## src/design/csd_pkg.sv

```systemverilog
// ----------------------------------------------------------------------------
// csd_pkg
// Shared widths, register indexes and transaction types of the spectrum divider.
// ----------------------------------------------------------------------------
package csd_pkg;

    localparam int CSD_DATA_WIDTH = 32;
    localparam int CSD_FRAC_BITS  = 16;
    localparam int CSD_EPS_WIDTH  = 16;
    localparam int CSD_ADDR_WIDTH = 2;
    // magnitude of a sum of two full products
    localparam int CSD_MAG_WIDTH  = 2 * CSD_DATA_WIDTH + 1;
    localparam int CSD_MID_DEPTH  = 8;
    localparam int CSD_OUT_DEPTH  = 4;

    // register indexes
    localparam logic [CSD_ADDR_WIDTH-1:0] REG_CONJ_MODE = 2'd0;
    localparam logic [CSD_ADDR_WIDTH-1:0] REG_EPSILON   = 2'd1;

    typedef struct packed {
        logic [CSD_DATA_WIDTH-1:0] a_real;
        logic [CSD_DATA_WIDTH-1:0] a_imag;
        logic [CSD_DATA_WIDTH-1:0] b_real;
        logic [CSD_DATA_WIDTH-1:0] b_imag;
        logic                      real_only;
    } operand_t;

    typedef struct packed {
        logic [CSD_DATA_WIDTH-1:0] q_real;
        logic [CSD_DATA_WIDTH-1:0] q_imag;
        logic                      saturated;
        logic                      zero_divide;
    } result_t;

    typedef struct packed {
        logic                     conj_mode;
        logic [CSD_EPS_WIDTH-1:0] epsilon;
    } cfg_t;

    // classified job handed from the front part to the divider
    typedef struct packed {
        logic [CSD_MAG_WIDTH-1:0] re_mag;
        logic                     re_neg;
        logic [CSD_MAG_WIDTH-1:0] im_mag;
        logic                     im_neg;
        logic [CSD_MAG_WIDTH-1:0] den;
        logic                     zero_divide;
    } div_job_t;

endpackage

```

## src/design/csd_fifo.sv

```systemverilog
// ----------------------------------------------------------------------------
// csd_fifo
// Small register queue with occupancy count.
// ----------------------------------------------------------------------------
module csd_fifo
    import csd_pkg::*;
#(
    parameter int WIDTH = 8,
    parameter int DEPTH = 4
)
(
    input  logic                       clk,
    input  logic                       rst_n,
    input  logic                       push,
    input  logic [WIDTH-1:0]           din,
    input  logic                       pop,
    output logic [WIDTH-1:0]           dout,
    output logic                       full,
    output logic                       empty,
    output logic [$clog2(DEPTH+1)-1:0] count
);

    localparam int AW = $clog2(DEPTH);
    localparam int CW = $clog2(DEPTH + 1);

    logic [WIDTH-1:0] mem_reg [DEPTH];
    logic [AW-1:0]    wr_ptr_reg, wr_ptr_next;
    logic [AW-1:0]    rd_ptr_reg, rd_ptr_next;
    logic [CW-1:0]    count_reg, count_next;

    // pointer and count update
    always_comb
    begin
        wr_ptr_next = wr_ptr_reg;
        rd_ptr_next = rd_ptr_reg;
        count_next  = count_reg;
        if (push)
        begin
            wr_ptr_next = (wr_ptr_reg == AW'(DEPTH - 1)) ? '0 : wr_ptr_reg + 1'b1;
        end
        if (pop)
        begin
            rd_ptr_next = (rd_ptr_reg == AW'(DEPTH - 1)) ? '0 : rd_ptr_reg + 1'b1;
        end
        if (push && !pop)
        begin
            count_next = count_reg + 1'b1;
        end
        else if (pop && !push)
        begin
            count_next = count_reg - 1'b1;
        end
    end

    always_ff @(posedge clk or negedge rst_n)
    begin
        if (!rst_n)
        begin
            wr_ptr_reg <= '0;
            rd_ptr_reg <= '0;
            count_reg  <= '0;
        end
        else
        begin
            wr_ptr_reg <= wr_ptr_next;
            rd_ptr_reg <= rd_ptr_next;
            count_reg  <= count_next;
        end
    end

    // storage
    always_ff @(posedge clk)
    begin
        if (push)
        begin
            mem_reg[wr_ptr_reg] <= din;
        end
    end

    assign dout  = mem_reg[rd_ptr_reg];
    assign full  = (count_reg == CW'(DEPTH));
    assign empty = (count_reg == '0);
    assign count = count_reg;

    // checks
    a_no_overflow: assert property (@(posedge clk) disable iff (!rst_n) !(push && full))
        else $error("queue written while full");
    a_no_underflow: assert property (@(posedge clk) disable iff (!rst_n) !(pop && empty))
        else $error("queue read while empty");
    a_count_up: assert property (@(posedge clk) disable iff (!rst_n)
        (push && !pop) |=> (count == $past(count) + 1'b1))
        else $error("queue count did not advance on write");

endmodule

```

## config.mk

```make
export PLATFORM = sky130hd
export DESIGN_NAME = csd_fifo
export DESIGN_NICKNAME = d
export VERILOG_FILES = /design/src/design/csd_pkg.sv /design/src/design/csd_fifo.sv
export SDC_FILE = /design/constraint.sdc
export NUM_CORES = 1
export LEC_CHECK = 0
export ABC_AREA = 1
export BUFFER_PORTS_ARGS = -buffer_cell sky130_fd_sc_hd__buf_4
export CAP_MARGIN = 20
export CORE_ASPECT_RATIO = 2
export CORE_MARGIN = 2
export CORE_UTILIZATION = 59
export CTS_CLUSTER_SIZE = 16
export DETAILED_ROUTE_END_ITERATION = 8
export PLACE_DENSITY = 0.81
export REMOVE_ABC_BUFFERS = 1
export SLEW_MARGIN = 20
export SYNTH_ARGS = -nofsm -noshare
export SYNTH_HDL_FRONTEND = slang
export SYNTH_SLANG_ARGS = --single-unit
```

## constraint.sdc

```tcl
create_clock -name clk -period 1.8 [get_ports clk]
set_input_delay 0 -clock clk [delete_from_list [all_inputs] [get_ports clk]]
set_output_delay 0 -clock clk [all_outputs]
set_load 0.05 [all_outputs]
```

==> results of run 1 <==
[cells by family (layout without fill, tap and decap cells)]
| family | Yosys count | after routing | share of synthesized area |
|---|---|---|---|
| buf+inv | 33 | 72 | 0.0882 |
| fa+ha+maj | 7 | 7 | 0.0558 |
| flops | 39 | 39 | 0.667 |
| simple gates | 43 | 43 | 0.0985 |
| xor+xnor | 1 | 1 | 0.00514 |
| compound gates | 21 | 21 | 0.0852 |
[worst paths after layout]
kind,to,slack (ps),cells after the start,from
setup / recovery,dout[4],230,5,rd_ptr_reg[0]
hold / removal,count[0],60,2,rst_n
setup reg to reg,mem_reg[2][2],430,4,wr_ptr_reg[0]
hold reg to reg,count[2],540,2,count[2]
max in group asynchronous,rd_ptr_reg[0],1610,2,rst_n
min in group clk,mem_reg[3][0],470,2,din[0]
[per-layer routing]
| metal | global-route usage | vias up | part of all wire |
|---|---|---|---|
| li1 | - | 558 | - |
| met1 | 0.231 | 527 | 0.37 |
| met2 | 0.427 | 21 | 0.59 |
| met3 | 0.0339 | 6 | 0.023 |
| met4 | 0.119 | 0 | 0.015 |
| met5 | 0 | - | 0 |
[power by group]
part	internal, W	switching [W]	total, W
combinational	0.000483	0.00115	0.00163
clock	0.000448	0.000291	0.000739
sequential	0.00120	0.000158	0.00136
total	0.00213	0.00160	0.00373
[critical path: stages, from the launching register on]
cell      delay [ps]
dfrtp_1          410
inv_2            380
nand2_1          120
o211ai_1         110
nand2_1           70
buf_4            190
[through the flow]
| step | power (W) | area [um2] | utilization |
|---|---|---|---|
| after floorplan | 0.00249 | 1660 | - |
| after global placement | 0.00291 | 1880 | 0.686 |
| after detailed placement | 0.00300 | 1880 | 0.686 |
| after CTS | 0.00377 | 2110 | 0.770 |
| after global routing | 0.00394 | 2110 | 0.770 |
| final | 0.00373 | 2110 | 0.770 |
[cells in the final DEF, fill, tap and decap left out]
master	netlist	routed
nand2_1	38	38
edfxtp_1	32	32
inv_1	27	27
buf_4	1	24
o211ai_1	16	16
dlygate4sd3_1	0	11
dfrtp_1	7	7
ha_1	6	6
clkbuf_8	0	6
o21ai_0	4	4
inv_2	2	2
nor3_1	2	2
xnor2_1	1	1
a21oi_1	1	1
nor2_1	1	1
nand3_1	1	1
nand4_1	1	1
fa_1	1	1
bufinv_16	0	1
clkinv_2	0	1
[area by class of cell]
| class | count | area [um2] |
|---|---|---|
| inverter | 29 | 109 |
| tap | 29 | 36.3 |
| sequential | 39 | 1140 |
| multi-input combinational | 72 | 417 |
| timing repair buffer | 35 | 290 |
| clock inverter | 2 | 35.0 |
| fill | 188 | 631 |
| clock buffer | 6 | 82.6 |
[repair_timing]
action,4_1_cts,5_1_grt
hold buffers,11,0
endpoints found under the setup margin,0,0
endpoints found under the hold margin,43,0
==> run summary, run 1 <==
The placer's final routability congestion estimate was 0.686. Power spread over the standard cell area amounts to 1770 nW/um2. In this run the mean area of a mapped cell was 11.8 um2. The clock period minus worst slack was 1570 ps. The flow ran to the end, and the final reports show no timing, DRC or antenna violations.

The final worst slack was 231 ps. Number of warnings reported in the yosys synthesis log: 0. Final clock period utilization by the worst path: 0.871. The tools report the worst slew slack as a fraction of its limit as 0.670.

The data arrival time at the worst-slack endpoint was 1570 ps. The proportion of netlist area held by the largest area contributor is 0.564, and the overall track demand over capacity in global routing is 0.227. The tools report the number of inserted diodes as 0. The tool flagged a number of max-cap violations equal to 0. Entering global routing, the biggest net connects 34 pins.

The min-delay analysis places its worst path in the category in -> async. The leakage power of the design came out at 0.955 nW. The synthesized design contains 32 enable-type register cells. At the pin with the least slew margin, the transition time is 495 ps. In this run the worst path has a maximum fanout of 33. The required time of the critical path came out at 1800 ps.

On the final layout, the worst hold slack is 57.7 ps. For the initial cell density of the core, the log shows 0.622. The share of cells above drive strength 1 is 0.186, and the average wire per cell in the routed design is 15.3 um. The routed layout has 1112 vias. Sequential-to-total area share from yosys stat: 0.667. STA classifies the critical path startpoint as a flop.

During placement, the flow inserted port buffers numbering 24. Summed over all layers, the global routing overflow is 0. The count of H-tree levels built during CTS was 2; the width of the chip was 42.0 um. The core region is 2740 um2.

The number of CTS-inserted buffers is 5, and the synthesis-stage register bit count is 39. The final count of negative-setup-slack endpoints was 0; the number of pins exceeding their max-slew limit in the final report was 0. After technology mapping, the gate count stands at 144. Summing every instance area after synthesis gives 1700 um2. By count the netlist is led by 38 x nand2_1, 32 x edfxtp_1, 27 x inv_1, 16 x o211ai_1, 7 x dfrtp_1.

The run gives 3360 um2 as the die area. Buffers added to address setup during post-CTS repair amount to 0. The achievable clock frequency is 638 MHz. The die is 80.0 um tall. The register with the most flip-flops in the layout has 32 of them. The logs give 0 for the post-cts resize count and 290 ps for the clock latency of the later-clocked register in the worst-skew pair.

The setup total negative slack was 0 ps; the setup slack at placement was 445 ps. 25 I/O pins were placed. The proportion of register bits with asynchronous set or reset after synthesis is 0.179. TritonCTS built the clock tree. The routed design has 3240 um of wire. For this run, design rule violations remaining after detail routing come to 0. Using the TritonRoute via totals, the vias-per-cell ratio works out to 5.25. Detailed placement ended at an HPWL of 2210 um.

The maximum buffer depth of the clock tree was 2. The dominant synthesized flop cell is edfxtp_1. The start-to-end type of the worst setup path was reg -> out. The antenna violation net count after detailed routing was 0; the clock-pin slew on the worst setup and hold paths was 80 ps.

The number of different library cells used by synthesis comes to 17. After synthesis, the cell types taking the most area are edfxtp_1 56%, dfrtp_1 10%, nand2_1 8.4%. The most common cell in the synthesized netlist is nand2_1. Compared with the post-synthesis result, the final layout area differs by 23.7%. Clock tree synthesis found a total of 39 sinks. For the via count of the first global-routing pass, the log shows 1220. The tools report the initial antenna violation count as 0. The number of hold-slack violations in the final timing report was 0.

First-iteration detailed-routing DRC count: 16. In this run the clock root is driven by a clkbuf_8. Clock skew on the completed layout was measured at 6.95 ps. Summed over all instances, the cell type with the most area after synthesis is edfxtp_1. The number of placed instances, taps included, is 193. The worst setup path is captured at a primary output. The first-pass detailed-route iteration total is 4. Setup repair after global routing left no endpoint under its margin. The first global-routing pass estimated 5510 um of wire. IR analysis of the VDD net gives a maximum drop of 1.22 mV.

The initialized floorplan defines 27 standard-cell rows. The net count reported at finish was 201; the number of standard cells in the final layout excluding fillers was 212.
Power figures use the tool's default switching activity.
==> inputs of run 2 (changes only) <==
--- a/config.mk
+++ b/config.mk
@@ -13,7 +13,7 @@
 export CORE_UTILIZATION = 59
 export CTS_CLUSTER_SIZE = 16
 export DETAILED_ROUTE_END_ITERATION = 8
-export PLACE_DENSITY = 0.81
+export PLACE_DENSITY = 0.93
 export REMOVE_ABC_BUFFERS = 1
 export SLEW_MARGIN = 20
 export SYNTH_ARGS = -nofsm -noshare
==> run 2 against run 1 <==
Count of clock-buffer cells in the layout increased by 1. Global-route usage rose by 1.2 points. Die area unchanged. Final cell count did not move. Sequential cell count unchanged. Combinational power hardly changed. Sequential power about the same. Sequential share of layout area rose by 0.95 points. Non-clock buffer count is the same. Worst hold slack better by 2.9 ps. First-iteration DRC count rose to 2.5 times the previous value. Clock power is 25% lower.
==> run summary, run 2 (synthesis results as in run 1) <==
TritonCTS built the clock tree. The total wirelength of the detailed-routed design came out at 3400 um (was 3240 um). Source of the critical timing path: rd_ptr_reg[0] (unchanged). Total net switching power: 0.00160 W (about the same).

The tools report the worst clock skew on the final layout as 5.64 ps (was 6.95 ps). Number of I/O pins: 25 (unchanged). Final clock period utilization by the worst path: 0.895 (was 0.871).

The total of buffers placed on input and output ports works out to 24 (unchanged). The tools report the maximum buffer depth of the clock tree as 2 (unchanged). Slowest library cell on the worst path: dfrtp_1 (unchanged). The overall overflow remaining after global route was 0 (unchanged); the total power density per cell area was 1720 nW/um2 (was 1770 nW/um2).

Number of hold-slack violations in the final timing report: 0 (unchanged). The cell with the most instances on the worst path is nand2_1 (unchanged). The launch point of the worst reg-to-reg path was count[0] (was wr_ptr_reg[0]).

The number of maximum-capacitance violations is 0 (unchanged). The logs give 1.27 mV (was 1.22 mV) for the peak supply drop and 5 (unchanged) for the number of CTS-inserted buffers. Capturing instance or port of the critical path: dout[3] (was dout[4]).

The count of buffers added by post-CTS timing repair for setup came out at 0 (unchanged). The critical path depth came out at 5 (unchanged). The run gives 0.676 (was 0.670) as the worst slew slack as a fraction of its limit. The transition time at the pin with the least slew margin is 486 ps (was 495 ps), and the die outline height is 80.0 um (unchanged). The clock-pin slew on the worst setup and hold paths is 70 ps (was 80 ps). The overall track demand over capacity in global routing was 0.239 (was 0.227); the share of power burned in registers was 0.382 (was 0.364). The run gives 60.6 ps (was 57.7 ps) as the minimum hold slack. The cell family with the largest share of critical-path delay was buffers and inverters (unchanged). The endpoint class of the critical path was a primary output (unchanged). The tools report the antenna violation net count after detailed routing as 0 (unchanged).

Achievable clock frequency: 621 MHz (was 638 MHz). Most used cells in the layout excluding fill and tap cells: 38 x nand2_1, 32 x edfxtp_1, 27 x inv_1, 24 x buf_4, 16 x o211ai_1 (unchanged). The run gives 1154 (was 1112) as the via count. The tools report the initial antenna violation count as 0 (unchanged). The path type of the worst min-delay path is in -> async (unchanged). The tools report the site row count as 27 (unchanged).

Average wire per cell in the routed design: 16.0 um (was 15.3 um). The tools report the capture instance of the worst register-to-register path as count[2] (was mem_reg[2][2]). The largest net degree at the start of global routing is 34 (unchanged). The run gives 189 ps (was 231 ps) as the final worst slack. The critical path startpoint category is a flop (unchanged). The clock period minus worst slack is 1610 ps (was 1570 ps).

The width of the chip is 42.0 um (unchanged). The count of H-tree levels built during CTS is 2 (unchanged). The internal cell power came out at 0.00196 W (was 0.00213 W). The via count of the first global-routing pass is 1230 (was 1220), and the largest fanout of any net on the critical path is 33 (unchanged). Number of standard cells in the final layout excluding fillers: 212 (unchanged).

The final core utilization was 0.756 (was 0.770); the largest stage delay on the critical path was 410 ps (about the same). The tools report the placer's final routability congestion estimate as 0.713 (was 0.686). Setup repair after global routing left no endpoint under its margin. The clock latency of the later-clocked register in the worst-skew pair is 290 ps (about the same).

The depth of the worst register-to-register path is 5 (was 4), and the first-pass detailed-route iteration total is 4 (unchanged). The buffer and inverter count on the worst path was 2 (unchanged). The setup slack at placement is 448 ps (was 445 ps). The run finished with clean final reports. The start-to-end type of the worst setup path was reg -> out (unchanged).

The required time of the critical path came out at 1800 ps (about the same). For the data arrival time at the worst-slack endpoint, the log shows 1610 ps (was 1570 ps). The initial cell density of the core came out at 0.622 (unchanged). The tools report the die area as 3360 um2 (unchanged). The most common cell after layout, fill and taps aside was nand2_1 (unchanged). For the first-iteration detailed-routing DRC count, the log shows 40 (was 16).

The post-route DRC violation count was 0 (unchanged); the total half-perimeter wirelength after legalization and detailed placement was 2280 um (was 2210 um). The net count reported at finish is 201 (unchanged), and the leakage power of the design is 0.936 nW (was 0.955 nW). Overall power consumption: 0.00355 W (was 0.00373 W). For the placeable core region, the log shows 2740 um2 (unchanged). The switching share of power is 0.450 (was 0.429), and the proportion of power drawn by combinational gates is 0.462 (was 0.438).

The clock sink count is 39 (unchanged). Count of fill cells added during filler insertion: 176 (was 188). The logs give 0.156 (was 0.198) for the clock group share of total power and 0 (unchanged) for the number of pins exceeding their max-slew limit in the final report. The first-pass GRT wire length was 5550 um (was 5510 um). The run gives 193 (unchanged) as the total placed cells including tap cells. The buffer type at the clock tree root was clkbuf_8 (unchanged). The setup slack of the worst register-to-register path was 440 ps (was 430 ps); the detail-routed via count per cell was 5.44 (was 5.25).

The number of flip-flops under the largest register name is 32 (unchanged), and the growth of design area from synthesis to finish is 21.5% (was 23.7%). The share of cells above drive strength 1 is 0.175 (was 0.186), and the number of inserted diodes is 0 (unchanged). For the final count of negative-setup-slack endpoints, the log shows 0 (unchanged). Cell Chain, Critical Path: inv_2, nand2_1, o211ai_1, nand2_1, buf_4 (unchanged).
run 2: cell count changes in the layout (fill, tap and decap cells not counted), sizes merged:
cell / delta
bufinv: -1
clkbuf: +1
run 2: area by class of cell:
cell class              instances  area, um2  area share
repair buffers                 35        290       0.140
multi-input cells              72        417       0.201
inverters                      29        109      0.0526
clock buffers                   7       76.3      0.0369
well taps                      29       36.3      0.0175
clock inverters                 1       5.00     0.00242
flip-flops and latches         39       1140       0.549
run 2: worst min path at each step:
stage / depth (start not counted) / to / startpoint
after global routing: 2 / wr_ptr_reg[0] / rst_n
after detailed placement: 1 / count[0] / rst_n
final: 2 / wr_ptr_reg[0] / rst_n
after global placement: 1 / count[0] / rst_n
after floorplan: 0 / count[0] / rst_n
after CTS: 2 / count[1] / rst_n
run 2: repair_timing:
action | CTS | global route
resized for setup | 0 | 0
hold buffers | 11 | 0
hold endpoints to repair | 43 | 0
run 2: worst register-to-register path, stage by stage (launching register included):
cell     delay (ps)
dfrtp_1         460
fa_1            470
nand2_1         110
nand3_1          90
nand2_1          60
nand2_1          50
run 2: layer usage:
layer | GRT usage | vias up | wire [um]
li1 | - | 555 | -
met1 | 0.209 | 541 | 1120
met2 | 0.450 | 42 | 1970
met3 | 0.0407 | 16 | 132
met4 | 0.187 | 0 | 181
met5 | 0 | - | 0
run 2: stage by stage:
step / instance area (um2) / TNS (ps)
final: 2070 / 0
after global routing: 2070 / 0
after CTS: 2070 / 0
after detailed placement: 1880 / 0
after global placement: 1880 / 0
after floorplan: 1660 / -8.16
run 2: power groups by stage:
stage                     clock network [W]  registers, W  logic [W]
after floorplan                           0       0.00145    0.00104
after CTS                          0.000567       0.00136    0.00165
after detailed placement                  0       0.00137    0.00162
after global routing               0.000594       0.00138    0.00178
final                              0.000555       0.00136    0.00164
after global placement                    0       0.00135    0.00155
==> inputs of run 3 (changes only) <==
--- a/config.mk
+++ b/config.mk
@@ -5,15 +5,13 @@
 export SDC_FILE = /design/constraint.sdc
 export NUM_CORES = 1
 export LEC_CHECK = 0
-export ABC_AREA = 1
 export BUFFER_PORTS_ARGS = -buffer_cell sky130_fd_sc_hd__buf_4
 export CAP_MARGIN = 20
 export CORE_ASPECT_RATIO = 2
 export CORE_MARGIN = 2
-export CORE_UTILIZATION = 59
-export CTS_CLUSTER_SIZE = 16
+export CORE_UTILIZATION = 58
 export DETAILED_ROUTE_END_ITERATION = 8
-export PLACE_DENSITY = 0.93
+export PLACE_DENSITY = 0.92
 export REMOVE_ABC_BUFFERS = 1
 export SLEW_MARGIN = 20
 export SYNTH_ARGS = -nofsm -noshare
==> run 3 against run 2 <==
Register-to-register slack lost 110 ps. Utilization rose by 0.71 points. Count of clock-buffer cells in the layout unchanged. Synthesized cell count decreased by 45%. Area after synthesis is 7.8% lower. Non-clock buffer count unchanged. Clock power up 1%. Sequential cell count did not move. Critical endpoint is now dout[6].
==> run summary, run 3 <==
The run finished with clean final reports. The final worst slack was 183 ps (was 189 ps); the largest fanout of any net on the critical path was 11 (was 33). The overall power consumption is 0.00340 W (was 0.00355 W). For the count of different cell masters after synthesis, the log shows 18 (was 17). The logs give 79 (was 144) for the number of instances in the synthesized netlist and 0 (unchanged) for the overall overflow remaining after global route. The width of the chip is 40.8 um (was 42.0 um), and the via count is 816 (was 1154). The number of CTS-inserted buffers is 5 (unchanged).

Buffer type at the clock tree root: clkbuf_8 (unchanged). The die outline height was 77.6 um (was 80.0 um). The total of buffers placed on input and output ports works out to 24 (unchanged).

The achievable clock frequency came out at 618 MHz (was 621 MHz). The setup total negative slack is 0 ps (unchanged). The dominant cell by count in the synthesized netlist was edfxtp_1 (was nand2_1). The largest stage delay on the critical path was 570 ps (was 410 ps); the number of maximum-capacitance violations was 0 (unchanged).

The logs give 1620 ps (was 1610 ps) for the data arrival time at the worst-slack endpoint and 0.724 (was 0.667) for the sequential-to-total area share from yosys stat. The placeable core region was 2570 um2 (was 2740 um2). The overall track demand over capacity in global routing is 0.221 (was 0.239), and the worst clock skew on the final layout is 8.14 ps (was 5.64 ps). The first-iteration detailed-routing DRC count was 28 (was 40); the number of flops mapped to enable cells by yosys was 32 (unchanged). The die area was 3160 um2 (was 3360 um2); the detail-routed via count per cell was 5.51 (was 5.44). The tools report the number of inserted diodes as 0 (unchanged).

Via count of the first global-routing pass: 895 (was 1230). The cell family with the largest share of critical-path delay was flip-flops (was buffers and inverters). Most area-hungry cell type in the Yosys netlist: edfxtp_1 (unchanged). The total placed cells including tap cells was 129 (was 193); the largest net degree at the start of global routing was 12 (was 34). The site row count was 26 (was 27); the first-pass detailed-route iteration total was 4 (unchanged). The slowest library cell on the worst path is dfrtp_2 (was dfrtp_1). The count of fill cells added during filler insertion was 148 (was 176); the growth of design area from synthesis to finish was 24.9% (was 21.5%).

Most used cells in the layout excluding fill and tap cells: 32 x edfxtp_1, 24 x buf_4, 11 x dlygate4sd3_1, 8 x mux4_2 (was 38 x nand2_1, 32 x edfxtp_1, 27 x inv_1, 24 x buf_4, 16 x o211ai_1). For the number of warnings reported in the yosys synthesis log, the log shows 0 (unchanged). Cell Chain, Critical Path: mux4_2, buf_4 (was inv_2, nand2_1, o211ai_1, nand2_1, buf_4). The number of pins exceeding their max-slew limit in the final report came out at 0 (unchanged).

The clock period minus worst slack was 1620 ps (was 1610 ps). The clock-pin slew on the worst setup and hold paths came out at 80 ps (was 70 ps). The proportion of netlist area held by the largest area contributor is 0.612 (was 0.564). TritonCTS built the clock tree. Path type of the worst min-delay path: in -> async (unchanged).

The total wirelength of the detailed-routed design is 2700 um (was 3400 um), and the total power density per cell area is 1730 nW/um2 (was 1720 nW/um2). The total half-perimeter wirelength after legalization and detailed placement was 1720 um (was 2280 um); the number of flip-flops under the largest register name was 32 (unchanged). The start-to-end type of the worst setup path was reg -> out (unchanged).

Setup repair after global routing left no endpoint under its margin. The most common cell after layout, fill and taps aside is edfxtp_1 (was nand2_1). The net count reported at finish is 138 (was 201). Commonest cells in the synthesized netlist: 32 x edfxtp_1, 8 x mux4_2, 7 x dfrtp_1, 6 x ha_1, 5 x inv_1 (was 38 x nand2_1, 32 x edfxtp_1, 27 x inv_1, 16 x o211ai_1, 7 x dfrtp_1). For the number of standard cells in the final layout excluding fillers, the log shows 148 (was 212). The proportion of register bits with asynchronous set or reset after synthesis is 0.179 (unchanged), and the clock latency of the later-clocked register in the worst-skew pair is 290 ps (about the same). The endpoint class of the critical path is a primary output (unchanged). The transition time at the pin with the least slew margin is 451 ps (was 486 ps), and the peak supply drop is 1.13 mV (was 1.27 mV). The tools report the first-pass GRT wire length as 4340 um (was 5550 um). Top cells by area, synth: edfxtp_1 61%, mux4_2 11%, dfrtp_1 11% (was edfxtp_1 56%, dfrtp_1 10%, nand2_1 8.4%). Share of cells above drive strength 1: 0.350 (was 0.175).

The initial cell density of the core is 0.611 (was 0.622), and the setup slack at placement is 276 ps (was 448 ps). The clock sink count is 39 (unchanged). The buffer and inverter count on the worst path was 1 (was 2); the required time of the critical path was 1800 ps (about the same). The dominant synthesized flop cell was edfxtp_1 (unchanged). The number of I/O pins was 25 (unchanged). The logs give 0.751 nW (was 0.936 nW) for the leakage power of the design and 0.685 (was 0.713) for the placer's final routability congestion estimate.

The worst slew slack as a fraction of its limit was 0.699 (was 0.676); the antenna violation net count after detailed routing was 0 (unchanged). The post-route DRC violation count is 0 (unchanged). The count of H-tree levels built during CTS is 2 (unchanged), and the average wire per cell in the routed design is 18.2 um (was 16.0 um).

The final count of negative-setup-slack endpoints is 0 (unchanged), and the final clock period utilization by the worst path is 0.898 (was 0.895). The cell area after synthesis is 1570 um2 (was 1700 um2), and the average cell area after synthesis is 19.9 um2 (was 11.8 um2). The tools report the critical path startpoint category as a flop (unchanged). The number of hold-slack violations in the final timing report was 0 (unchanged); the synthesis-stage register bit count was 39 (unchanged).

Initial antenna violation count: 0 (unchanged). Maximum buffer depth of the clock tree: 2 (unchanged).
==> run 3: cell type report <==
class / count / area [um2] / area share
clock buffer: 7 / 76.3 / 0.0389
clock inverter: 1 / 5.00 / 0.00255
inverter: 5 / 18.8 / 0.00957
multi-input combinational: 33 / 399 / 0.203
sequential: 39 / 1140 / 0.580
tap: 28 / 35.0 / 0.0179
timing repair buffer: 35 / 290 / 0.148
==> run 3: stage by stage <==
step	utilization	instance area [um2]	hold slack, ps
floorplan	-	1550	-296
global placement	0.688	1770	-186
detailed placement	0.688	1770	-183
CTS	0.763	1960	30.9
global route	0.763	1960	50.4
finish	0.763	1960	38.3
==> run 3: power by group <==
group / switching, W / total, W / internal, W
clock: 0.000290 / 0.000561 / 0.000272
sequential: 0.000202 / 0.00139 / 0.00119
combinational: 0.000892 / 0.00145 / 0.000553
total: 0.00138 / 0.00340 / 0.00201
==> run 3: worst reg2reg max path, stage by stage (launching register included) <==
cell	delay (ps)
dfrtp_1	410
inv_1	130
ha_1	170
and2_1	400
==> run 3: repair_timing <==
action                                  4_1_cts  5_1_grt
endpoints found under the setup margin        8        0
endpoints found under the hold margin        43        0
hold buffers                                 11        0
buffers inserted                              0        0
gates resized for setup                       1        0
==> run 3: final timing paths <==
kind / start / cells after the start / end / slack, ps
worst min-delay path: rst_n / 2 / count[2] / 40
min in group clk: din[2] / 2 / mem_reg[1][2] / 450
worst max register to register: wr_ptr_reg[0] / 3 / mem_reg[2][5] / 330
worst max-delay path: rd_ptr_reg[0] / 2 / dout[6] / 180
max in group asynchronous: rst_n / 2 / rd_ptr_reg[0] / 1630
worst min register to register: count[2] / 1 / count[2] / 530
==> run 3: layer usage <==
metal	vias to the layer above	global-route usage	share of wire
met2	27	0.352	0.55
met1	407	0.245	0.38
li1	377	-	-
met4	0	0.120	0.026
met5	-	0	0
met3	5	0.0629	0.043
==> run 3: cell families (layout without fill, tap and decap cells) <==
group | after synthesis | count (layout) | synth area share
simple gates | 10 | 10 | 0.0343
buf+inv | 7 | 48 | 0.0223
compound gates | 2 | 2 | 0.00637
xor+xnor | 3 | 3 | 0.0167
flops | 39 | 39 | 0.724
fa+ha+maj | 7 | 7 | 0.0606
mux | 11 | 11 | 0.136
